`src/hw/rtl/dq_pkg.sv`:
```
// shared types and constants for the double-ended queue
`default_nettype none

package dq_pkg;

    localparam int DQ_DEPTH  = 16;
    localparam int DQ_DATA_W = 32;
    localparam int DQ_CNT_W  = 5;

    // operation codes
    typedef enum logic [1:0] {
        OP_PUSH_FRONT = 2'd0,
        OP_PUSH_BACK  = 2'd1,
        OP_POP_FRONT  = 2'd2,
        OP_POP_BACK   = 2'd3
    } dq_op_t;

    // result status codes
    typedef enum logic [1:0] {
        ST_DONE  = 2'd0,
        ST_FULL  = 2'd1,
        ST_EMPTY = 2'd2
    } dq_status_t;

    // operation beat
    typedef struct packed {
        dq_op_t                       opcode;
        logic signed [DQ_DATA_W-1:0]  push_value;
    } dq_in_t;

    // result beat
    typedef struct packed {
        logic signed [DQ_DATA_W-1:0]  popped_value;
        dq_status_t                   status;
        logic [DQ_CNT_W-1:0]          item_count;
    } dq_out_t;

    // command broadcast to every cell
    typedef struct packed {
        logic                  push_front;
        logic                  push_back;
        logic                  pop_front;
        logic                  pop_back;
        logic [DQ_DATA_W-1:0]  value;
    } dq_cmd_t;

    // what one cell shows its neighbors
    typedef struct packed {
        logic                  occ;
        logic [DQ_DATA_W-1:0]  data;
        logic                  gflag;
        logic [DQ_DATA_W-1:0]  gword;
    } dq_link_t;

endpackage

`default_nettype wire

```
`src/hw/rtl/dq_cell.sv`:
```
// one storage cell of the queue row, with its gather stage for back pops
`default_nettype none

module dq_cell
    import dq_pkg::*;
(
    input  wire logic     clk,
    input  wire logic     rst_n,
    input  wire dq_cmd_t  cmd,
    input  wire dq_link_t left,
    input  wire dq_link_t right,
    output dq_link_t      link
);

    logic                  occ_reg, occ_next;
    logic [DQ_DATA_W-1:0]  data_reg, data_next;
    logic                  gflag_reg, gflag_next;
    logic [DQ_DATA_W-1:0]  gword_reg, gword_next;
    logic                  is_tail;

    assign is_tail = occ_reg && !right.occ;

    // storage: front push/pop shift right/left; back push/pop at tail
    always_comb
    begin
        occ_next  = occ_reg;
        data_next = data_reg;
        if (cmd.push_front)
        begin
            occ_next  = left.occ;
            data_next = left.data;
        end
        else if (cmd.push_back)
        begin
            if (!occ_reg && left.occ)
            begin
                occ_next  = 1'b1;
                data_next = cmd.value;
            end
        end
        else if (cmd.pop_front)
        begin
            occ_next  = right.occ;
            data_next = right.data;
        end
        else if (cmd.pop_back)
        begin
            if (is_tail)
            begin
                occ_next = 1'b0;
            end
        end
    end

    // gather: tail word is captured, then walks toward the head cell
    always_comb
    begin
        if (cmd.pop_back)
        begin
            gflag_next = is_tail;
            gword_next = data_reg;
        end
        else
        begin
            gflag_next = right.gflag;
            gword_next = right.gword;
        end
    end

    // control flops
    always_ff @(posedge clk or negedge rst_n)
    begin
        if (!rst_n)
        begin
            occ_reg   <= 1'b0;
            gflag_reg <= 1'b0;
        end
        else
        begin
            occ_reg   <= occ_next;
            gflag_reg <= gflag_next;
        end
    end

    // payload flops
    always_ff @(posedge clk)
    begin
        data_reg  <= data_next;
        gword_reg <= gword_next;
    end

    assign link = '{occ: occ_reg, data: data_reg, gflag: gflag_reg, gword: gword_reg};

endmodule

`default_nettype wire

```
`src/hw/rtl/double_ended_queue.sv`:
```
// double-ended queue top level: row of cells, count and result register
//
//  channel  | valid     | stall     | beat
//  ---------+-----------+-----------+---------------------------
//  op       | op_valid  | op_stall  | op_beat  (dq_in_t)
//  res      | res_valid | res_stall | res_beat (dq_out_t)
//
// pushes, front pops and rejected ops: one beat per cycle while op_stall is low,
// result in the next cycle; back pop: the tail word walks to the head cell with
// op_stall high, and the result is registered once it reaches the head cell
// op_stall is high while a back pop walks and while a result waits on res_stall
// reset clears the count and all cell occupancy; cell data is not cleared
`default_nettype none

module double_ended_queue
    import dq_pkg::*;
#(
    parameter int DEPTH = DQ_DEPTH
)
(
    input  wire logic    clk,
    input  wire logic    rst_n,
    input  wire logic    op_valid,
    output logic         op_stall,
    input  wire dq_in_t  op_beat,
    output logic         res_valid,
    input  wire logic    res_stall,
    output dq_out_t      res_beat
);

    localparam int CNT_W = $clog2(DEPTH + 1);

    logic              op_accept;
    logic              full;
    logic              empty;
    dq_cmd_t           cmd;
    dq_link_t          link [DEPTH];
    logic [DEPTH-1:0]  occ_vec;
    logic [DEPTH-1:0]  gflag_vec;

    logic [CNT_W-1:0]  count_reg, count_next;
    logic              busy_reg, busy_next;
    logic              res_valid_reg, res_valid_next;
    dq_out_t           res_reg, res_next;
    logic [CNT_W+DQ_CNT_W-1:0] cnt_ext;

    assign op_stall  = busy_reg || (res_valid_reg && res_stall);
    assign op_accept = op_valid && !op_stall;
    assign full      = (count_reg == CNT_W'(DEPTH));
    assign empty     = (count_reg == '0);

    // command decode
    always_comb
    begin
        cmd            = '0;
        cmd.value      = op_beat.push_value;
        cmd.push_front = op_accept && (op_beat.opcode == OP_PUSH_FRONT) && !full;
        cmd.push_back  = op_accept && (op_beat.opcode == OP_PUSH_BACK)  && !full;
        cmd.pop_front  = op_accept && (op_beat.opcode == OP_POP_FRONT)  && !empty;
        cmd.pop_back   = op_accept && (op_beat.opcode == OP_POP_BACK)   && !empty;
    end

    // row of cells
    for (genvar i = 0; i < DEPTH; i++)
    begin : g_cell
        dq_link_t left_in;
        dq_link_t right_in;

        if (i == 0)
        begin : g_head
            assign left_in = '{occ: 1'b1, data: op_beat.push_value, gflag: 1'b0, gword: '0};
        end
        else
        begin : g_body
            assign left_in = link[i-1];
        end

        if (i == DEPTH - 1)
        begin : g_last
            assign right_in = '0;
        end
        else
        begin : g_mid
            assign right_in = link[i+1];
        end

        dq_cell u_cell (
            .clk   (clk),
            .rst_n (rst_n),
            .cmd   (cmd),
            .left  (left_in),
            .right (right_in),
            .link  (link[i])
        );

        assign occ_vec[i]   = link[i].occ;
        assign gflag_vec[i] = link[i].gflag;
    end

    // count and back-pop walk
    always_comb
    begin
        count_next = count_reg;
        if (cmd.push_front || cmd.push_back)
        begin
            count_next = count_reg + CNT_W'(1);
        end
        else if (cmd.pop_front || cmd.pop_back)
        begin
            count_next = count_reg - CNT_W'(1);
        end

        busy_next = busy_reg;
        if (cmd.pop_back)
        begin
            busy_next = 1'b1;
        end
        else if (link[0].gflag)
        begin
            busy_next = 1'b0;
        end
    end

    assign cnt_ext = {{DQ_CNT_W{1'b0}}, count_next};

    // result register
    always_comb
    begin
        res_valid_next = res_valid_reg;
        res_next       = res_reg;
        if (res_valid_reg && !res_stall)
        begin
            res_valid_next = 1'b0;
        end
        if (op_accept && !cmd.pop_back)
        begin
            res_valid_next        = 1'b1;
            res_next.popped_value = '0;
            res_next.status       = ST_DONE;
            res_next.item_count   = cnt_ext[DQ_CNT_W-1:0];
            if (cmd.pop_front)
            begin
                res_next.popped_value = link[0].data;
            end
            else if (op_beat.opcode == OP_POP_FRONT || op_beat.opcode == OP_POP_BACK)
            begin
                res_next.status = ST_EMPTY;
            end
            else if (full)
            begin
                res_next.status = ST_FULL;
            end
        end
        else if (busy_reg && link[0].gflag)
        begin
            res_valid_next        = 1'b1;
            res_next.popped_value = link[0].gword;
            res_next.status       = ST_DONE;
            res_next.item_count   = cnt_ext[DQ_CNT_W-1:0];
        end
    end

    // control flops
    always_ff @(posedge clk or negedge rst_n)
    begin
        if (!rst_n)
        begin
            count_reg     <= '0;
            busy_reg      <= 1'b0;
            res_valid_reg <= 1'b0;
        end
        else
        begin
            count_reg     <= count_next;
            busy_reg      <= busy_next;
            res_valid_reg <= res_valid_next;
        end
    end

    // result payload
    always_ff @(posedge clk)
    begin
        res_reg <= res_next;
    end

    assign res_valid = res_valid_reg;
    assign res_beat  = res_reg;

    // occupied cells always match the count
    assert property (@(posedge clk) disable iff (!rst_n)
        $countones(occ_vec) == int'(count_reg))
        else $error("cell occupancy does not match count");

    // at most one word walks the gather chain
    assert property (@(posedge clk) disable iff (!rst_n)
        $onehot0(gflag_vec))
        else $error("more than one gather flag");

    // a back pop in progress always has its word on the chain
    assert property (@(posedge clk) disable iff (!rst_n)
        busy_reg |-> $onehot(gflag_vec))
        else $error("back pop lost its word");

    // empty rejection is only ever shown while the count is zero
    assert property (@(posedge clk) disable iff (!rst_n)
        (res_valid_reg && res_reg.status == ST_EMPTY) |-> (count_reg == '0))
        else $error("empty status with stored items");

endmodule

`default_nettype wire
```
`config.mk`:
```
export PLATFORM = sky130hd
export DESIGN_NAME = double_ended_queue
export DESIGN_NICKNAME = d
export VERILOG_FILES = /design/src/hw/rtl/dq_pkg.sv /design/src/hw/rtl/dq_cell.sv /design/src/hw/rtl/double_ended_queue.sv
export SDC_FILE = /design/constraint.sdc
export NUM_CORES = 1
export LEC_CHECK = 0
export ABC_CLOCK_PERIOD_IN_PS = 3700
export BUFFER_PORTS_ARGS = -buffer_cell sky130_fd_sc_hd__buf_2
export CAP_MARGIN = 20
export CORE_ASPECT_RATIO = 1.25
export CORE_MARGIN = 5
export CORE_UTILIZATION = 50
export DETAILED_ROUTE_END_ITERATION = 12
export PLACE_DENSITY_LB_ADDON = 0.2
export SETUP_SLACK_MARGIN = 0.2
export SLEW_MARGIN = 30
export SYNTH_ARGS = -nofsm -noshare
export SYNTH_HDL_FRONTEND = slang
export SYNTH_SLANG_ARGS = --single-unit
```
`constraint.sdc`:
```
create_clock -name clk -period 3.7 [get_ports clk]
set_clock_uncertainty 0.15 [all_clocks]
set_input_delay 0.37 -clock clk [delete_from_list [all_inputs] [get_ports clk]]
set_output_delay 0.37 -clock clk [all_outputs]
set_load 0.05 [all_outputs]
```
Yosys cells after proc, flatten, opt, wreduce, memory -nomap -nowiden --
Cells that the tools add are included. Widths: inputs -> output; s select.
Operators by class: add/subtract/negate cells 2, multipliers 0, divide/modulo/power cells 0, magnitude comparators 0, equal/unequal tests 20, shifts and indexed selects 0, multiplexer cells 202, bitwise operators 0, reductions and logical operators 106
Operators by type and width (number):
- $mux 32 | 80
- $mux 1 | 116
- $mux 39 | 2
- $reduce_bool 4->1 | 16
- $ne 3x1->1 const B | 15
- $reduce_and 3->1 | 14
- $reduce_and 2->1 | 18
- $logic_and 1x1->1 | 28
- $logic_not 1->1 | 20
- $mux 5 | 2
- $reduce_bool 3->1 | 2
- $add 5x1->5 const B | 1
- $eq 5x5->1 const B | 1
- $logic_not 5->1 | 1
- $sub 5x1->5 const B | 1
- $eq 2x2->1 const B | 2
- $logic_or 1x1->1 | 4
- $mux 2 | 2
- $reduce_bool 2->1 | 2
- $ne 3x3->1 const B | 1
- $eq 2x1->1 const B | 1
- $logic_not 2->1 | 1
Word-level totals: bits in registers 1102, latch bits 0, RAM bits 0, memory bits (read-only) 0, logic and storage cells 400, memories kept 0

Logic depth before layout (Yosys ltp) --
Gate-level depths: netlist (run 1).
word-level depth 11, mapped depth 11

Hierarchy --
Synthesis (run 1) repeated with hierarchy kept, for this count alone.
Second synthesis, totals: cells, all modules 3703, area total of the unflattened synthesis 46410.8 um^2
By module, submodules not included:
- dq_cell | times used 16, cells an instance 223, area each 2776.4 um^2, seq. area each 1651.6 um^2
- double_ended_queue | times used 1, cells an instance 135, area each 1988.2 um^2, seq. area each 1346.3 um^2

Worst setup path before layout (run 1) --
OpenSTA, ideal clock, no wires.
path kind flip-flop to flip-flop, start register res_valid_reg (netlist: res_valid), end register g_cell[0].u_cell.data_reg[0], enable pin, library setup time 0.432 ns, data arrival time 3.295 ns, path slack -0.177 ns, stages on the path, launching flop included 7, buffers on the path 1, clock period less this slack 3.877 ns, cells stage by stage dfrtp_1 > a21oi_4 > inv_2 > nor2_1 > clkbuf_1 > nand2_1 > a21oi_1
Between the ends: cells in the longest elaborated chain, start to end 8, elaborated cells on any way between the ends 13
RTL lines:
- from (decl) | RTL line double_ended_queue.sv:43 | logic res_valid_reg, res_valid_next;
- from (signal assigned) | RTL line double_ended_queue.sv:176 | res_valid_reg <= res_valid_next;
- $logic_and 1x1->1 (*) | RTL line double_ended_queue.sv:47 | assign op_stall = busy_reg || (res_valid_reg && res_stall);
- $logic_or 1x1->1 (*) | RTL line double_ended_queue.sv:47
- named net op_stall | RTL line double_ended_queue.sv:24 | output logic op_stall,
- $logic_not 1->1 (*) | RTL line double_ended_queue.sv:48 | assign op_accept = op_valid && !op_stall;
- $logic_and 1x1->1 (*) | RTL line double_ended_queue.sv:48
- $logic_and 1x1->1, on equally long branches (2 in a row) | RTL line double_ended_queue.sv:58, double_ended_queue.sv:57, double_ended_queue.sv:59
- $ne 3x3->1 (no line) or $reduce_bool 3->1 (tied branches)
- $reduce_and 2->1 (no line) (*)
- to (signal assigned) | RTL line dq_cell.sv:88 | data_reg <= data_next;
- to (decl) | RTL line dq_cell.sv:16 | logic [DQ_DATA_W-1:0] data_reg, data_next;
Mark *: on every way through the listed nets, which the timed path passes. The rest lies on a longest branch. A chain may end at the register's enable or synchronous reset.

Final worst setup path (run 1) --
start register count_reg[1], end register g_cell[12].u_cell.data_reg[16], enable pin
Between the ends: cells in the longest elaborated chain, start to end 5, elaborated cells on any way between the ends 10
RTL lines:
- from (decl) | RTL line double_ended_queue.sv:41 | logic [CNT_W-1:0] count_reg, count_next;
- from (signal assigned) | RTL line double_ended_queue.sv:174 | count_reg <= count_next;
- $eq 5x5->1 or $logic_not 5->1 (tied branches) | RTL line double_ended_queue.sv:49, double_ended_queue.sv:50
- $logic_not 1->1, on equally long branches | RTL line double_ended_queue.sv:57, double_ended_queue.sv:58, double_ended_queue.sv:59
- $logic_and 1x1->1, on equally long branches | RTL line double_ended_queue.sv:58, double_ended_queue.sv:57, double_ended_queue.sv:59
- $ne 3x1->1 (no line) or $reduce_bool 3->1 (tied branches)
- $reduce_and 2->1 (no line) (*)
- to (signal assigned) | RTL line dq_cell.sv:88
- to (decl) | RTL line dq_cell.sv:16
Mark *: on every way between the ends. The rest lies on a longest branch, timed or not.

==> metrics.yaml, run 1 <==
outcome: "finished clean"
synth-seq-cells: 1102
switching_share: 0.278
synth_top_area_cell: "edfxtp_1"
ys_async_sr_fraction: 0.0354
max_freq_mhz: 322
p_per_area_nw_per_um2: 735
ys_seq_area_frac: 0.634
worstPathRequired_ps: 3950
synth_cell_types: 52
grt_max_degree: 191
die_h_um: 341
num_vias: 26900
fin_cells: 4947
grt_pass1_vias: 25900
dieArea_sq_um: 93600
fin_hold_ws_ps: 52.7
leakage_uw: 0.0192
grt_usage: 0.194
avgRoutedWirePerCell_um: 18.6
portBuffers: 78
synth.top_cell.area_share: 0.378
tightest_slew_ps: 1030
dp.cells: 4715
die_x_um: 275
cts.sinks: 1102
setup_ws_ps: 593
first_iter_violations: 2367
rows: 121
cts_tree: "done"
syn_area_per_cell_sq_um: 11.9
power_frac_seq: 0.500
ys_top_cells_by_area: "edfxtp_1 38%, dfxtp_1 23%, mux2_2 8.2%"
period_share: 0.840
ys.flop_type: "edfxtp_1"
finalWirelength_um: 92300
power.switching_uw: 9990
synthesis.nets: 3733
antenna_cells: 0
power_frac_comb: 0.205
ir_drop_v: 0.000409
setup_viol: 0
max_slew_margin: 0.315
initial_core_util: 0.503
yosys-top-cells-count: "553 x nand2_1, 551 x edfxtp_1, 512 x dfxtp_1"
syn-cell-area_sq_um: 43800
final_antenna_net_count: 0
numCtsBuffers: 104
yosys_warnings: 0
critPathKind: "register to register"
cp-end-kind: "register"
yosysMostFrequentCell: "nand2_1"
rsz0062_at_grt: "false"
area_growth_pct: 11.6
hp-class: "input port to register"
cts_htree_levels: 3
firstDrtPassIters: 5
syn_inst: 3693
totalPowerFinal_uw: 35900
cts.repair.resized: 0
fin_util: 0.561
antenna_found_initial: 0
synth_edf_count: 551
vias_per_cell: 5.43
insertion_delay_ps: 660
maxCapViolCount: 0
drc_errors: 0
place.gp.congestion: 0.800
drive_gt1_frac: 0.175
grt_pass1_wl_um: 147000
pin_count: 79
clockBufferDepth: 3
pre_cts_slack_ps: 650
final_max_slew_viol_count: 0
hpwl_um: 56200
critical_path_peak_fanout: 21
path_clk_slew_ps: 60
nNetsFinal: 3728
hold_viol: 0
clkPwrFrac: 0.295
cts-root-buf: "clkbuf_16"
start_kind: "register"
power.internal_uw: 25900
core_area_sq_um: 87100
gr-total-overflow: 0
fin_crit_ps: 3110
arrival_ps: 3360
area by class of cell:
cell class	instances	area, sq um
flip-flops and latches	1102	27800
clock buffers	172	3170
inverters	33	131
clock inverters	25	262
multi-input cells	2247	14200
well taps	1168	1460
fillers	7214	38200
repair buffers	200	1870
worst max-delay path, cell delays in order, from the launching register on:
cell and delay (ps):
dfrtp_1 420, inv_1 100, ha_1 230, nor4bb_2 180, buf_4 190, or3_1 370, buf_4 200, o211ai_1 380
inv_2 340, buf_12 270
cells in the final DEF (no fill, tap or decap), types with 12 or more instances in the layout:
master,synthesis,final
mux2_1,172,172
mux2_2,320,320
o32ai_1,12,12
a22o_1,35,35
clkbuf_1,179,42
inv_1,31,24
dlygate4sd3_1,0,35
buf_4,7,50
clkbuf_16,0,109
nor3_1,15,15
clkbuf_8,0,21
a21oi_1,488,483
clkinv_2,0,12
dfxtp_1,512,512
and2_1,64,64
buf_2,52,77
dfrtp_1,39,39
o21ai_1,448,448
nor2_1,60,57
nand2_1,553,552
buf_12,0,38
edfxtp_1,551,551
o211ai_1,13,13
per-layer routing:
metal  routed length (um)  share of wire  track usage
met3                 5030          0.054       0.0347
met2                42900           0.46        0.307
met5                    0              0            0
met4                 1520          0.016       0.0460
met1                42800           0.46        0.280
per-stage QoR:
step	cell area (sq um)	setup TNS, ps
after floorplan	43800	-28260
after global placement	45000	0
after detailed placement	45000	0
after CTS	48800	0
after global routing	48800	0
final	48800	0
worst paths after layout:
kind / endpoint / cells after the start / slack, ps / start
worst max-delay path: g_cell[12].u_cell.data_reg[16] / 9 / 590 / count_reg[1]
min in group asynchronous: busy_reg / 2 / 100 / rst_n
worst min register to register: g_cell[9].u_cell.gword_reg[4] / 1 / 280 / g_cell[10].u_cell.gword_reg[4]
worst min-delay path: count_reg[4] / 2 / 50 / op_beat[33]
worst max register to register: g_cell[12].u_cell.data_reg[16] / 9 / 590 / count_reg[1]
max in group asynchronous: g_cell[12].u_cell.gflag_reg / 2 / 2940 / rst_n
power by group through the flow:
stage / Sequential, uW / Combinational (uW) / Clock (uW)
finish: 17900 / 7360 / 10600
global route: 18300 / 8120 / 11400
CTS: 18000 / 7410 / 10900
detailed placement: 18200 / 7320 / 0
global placement: 18100 / 7190 / 0
floorplan: 18300 / 5090 / 0
kinds of logic (layout without fill, tap and decap cells):
kind of cell    Yosys count  count (layout)  synth area share
buf+inv                 344             430            0.0441
compound gates         1030            1030             0.125
mux                     493             493             0.127
fa+ha+maj                 2               2          0.000572
flops                  1102            1102             0.634
simple gates            718             718            0.0681
xor+xnor                  4               4          0.000801
timing repair:
item                      CTS  global route
hold endpoints to repair   73             0
hold buffers               35             0
buffers inserted            0             0
Note: power is estimated with default switching activity, not from simulation.
==> run 2, diff against run 1 <==
- ABC_CLOCK_PERIOD_IN_PS: 3700 -> 2900
- clock period: 3.7 -> 2.9 ns (I/O delays scaled with it)
==> metrics.yaml, run 2 (synthesis results as in run 1) <==
p_per_area_nw_per_um2: 935  # was 735 nW/um^2
die_x_um: 275  # unchanged
first_iter_violations: 2672  # was 2,367
cpLargestDelayFamily: "buffers and inverters"  # unchanged
nNetsFinal: 3750  # was 3,728
gr-total-overflow: 0  # unchanged
antenna_found_initial: 0  # unchanged
area_growth_pct: 12.9  # was 11.6%
die_h_um: 341  # unchanged
ir_drop_v: 0.000575  # was 0.000409 V
cp-end-kind: "register"  # unchanged
grt_pass1_vias: 26100  # was 25,900
max_stage_delay_ps: 400  # was 420 ps
tightest_slew_ps: 998  # was 1030 ps
crit-reg2reg-launch: "count_reg[0]"  # was count_reg[1]
fin_tns_setup_ps: 0  # unchanged
outcome: "finished with violations"  # was finished clean
final_antenna_net_count: 0  # unchanged
cts-root-buf: "clkbuf_16"  # unchanged
clockBufferDepth: 3  # unchanged
routed.top_layer: "met4"  # unchanged
dieArea_sq_um: 93600  # unchanged
grt_max_degree: 166  # was 191
initial_core_util: 0.503  # unchanged
numCtsBuffers: 103  # was 104
maxCapViolCount: 0  # unchanged
rows: 121  # unchanged
period_share: 0.904  # was 0.840
hold_viol: 1  # was 0
grt_usage: 0.198  # was 0.194
finalWirelength_um: 93800  # was 92,300 um
vias_per_cell: 5.50  # was 5.43
num_vias: 27300  # was 26,900
max_freq_mhz: 381  # was 322 MHz
critPathKind: "register to register"  # unchanged
final_max_slew_viol_count: 0  # unchanged
setup_viol: 0  # unchanged
cts_htree_levels: 3  # unchanged
antenna_cells: 0  # unchanged
worstPathRequired_ps: 3150  # was 3950 ps
place.gp.congestion: 0.795  # was 0.800
fin_hold_ws_ps: -0.0967  # was 52.7 ps
core_area_sq_um: 87100  # unchanged
portBuffers: 78  # unchanged
drc_errors: 0  # unchanged
dp.cells: 4735  # was 4,715
hp-class: "input port to async pin"  # was input port to register
m1WireLength_um: 42300  # was 42,800 um
start_kind: "register"  # unchanged
fin_crit_ps: 2620  # was 3110 ps
cts_tree: "done"  # unchanged
pin_count: 79  # unchanged
route.met2.wl_um: 44600  # was 42,900 um
path_clk_slew_ps: 60  # about the same
fin_cells: 4967  # was 4,947
rsz0062_at_grt: "false"  # unchanged
critical_path_peak_fanout: 18  # was 21
max_slew_margin: 0.335  # was 0.315
wl_met3_um: 5110  # was 5030 um
firstDrtPassIters: 5  # unchanged
arrival_ps: 2870  # was 3360 ps
layout_common_cells: "551 x nand2_1, 551 x edfxtp_1, 512 x dfxtp_1"  # was 552 x nand2_1, 551 x edfxtp_1, 512 x dfxtp_1
insertion_delay_ps: 670  # was 660 ps
cts.sinks: 1102  # unchanged
critPathBufInv: 4  # was 5
drive_gt1_frac: 0.183  # was 0.175
hpwl_um: 57500  # was 56,200 um
grt_pass1_wl_um: 149000  # was 147,000 um
avgRoutedWirePerCell_um: 18.9  # was 18.6 um
violations: "negative hold slack"
crit_chain: "inv_2 -> ha_4 -> nor4bb_4 -> or3_1 -> buf_4 -> o211ai_1 -> clkinvlp_4 -> buf_12"  # was inv_1 -> ha_1 -> nor4bb_2 -> buf_4 -> or3_1 -> buf_4 -> o211ai_1 -> inv_2 -> buf_12
cp-startpoint: "count_reg[0]"  # was count_reg[1]
leakage_uw: 0.0194  # was 0.0192 uW
cp_slowest_cell: "dfrtp_1"  # unchanged
totalPowerFinal_uw: 46200  # was 35,900 uW
[run 2: cell count changes in the layout (fill, tap and decap cells not counted), sizes merged]
cell | previous run | this run
buf | 165 | 187
clkbuf | 172 | 154
clkinv | 19 | 32
clkinvlp | 1 | 7
inv | 33 | 28
bufinv | 5 | 6
dlygate4sd3 | 35 | 36
[run 2: power breakdown]
part | total, uW | internal, uW | switching, uW
clock | 13500 | 7790 | 5700
sequential | 22900 | 21300 | 1600
combinational | 9850 | 4190 | 5660
[run 2: routing by layer]
layer,up-vias,GRT usage
li1,13200,-
met4,0,0.0518
met5,-,0
met1,13300,0.279
met3,121,0.0312
met2,710,0.321
[run 2: final cells by class]
class | count | area, sq um
fillers | 7121 | 37600
flip-flops and latches | 1102 | 27800
multi-input cells | 2247 | 14200
clock buffers | 154 | 3050
repair buffers | 223 | 2430
well taps | 1168 | 1460
clock inverters | 40 | 360
inverters | 33 | 150
[run 2: path summary, 6_finish.rpt]
path	to	cells past startpoint	slack, ps
min reg2reg	g_cell[10].u_cell.gword_reg[23]	1	280
max in group asynchronous	res_valid	2	2200
max reg2reg	g_cell[8].u_cell.data_reg[15]	8	280
min	count_reg[4]	2	-0.1
max	g_cell[8].u_cell.data_reg[15]	8	280
min in group clk	g_cell[4].u_cell.gflag_reg	4	60
[run 2: what timing repair did]
item	in CTS	in global routing
pin swaps	1	2
hold endpoints to repair	75	0
endpoints found under the setup margin	32	342
resized for setup	0	7
hold buffers	36	0
setup buffers	1	1
[run 2: per-stage QoR]
stage | worst slack (ps) | cell area [sq um] | util
global route | 204 | 49400 | 0.568
CTS | 249 | 49400 | 0.567
finish | 278 | 49400 | 0.568
detailed placement | 115 | 45600 | 0.524
floorplan | 69.8 | 43900 | -
global placement | 100 | 45600 | 0.524
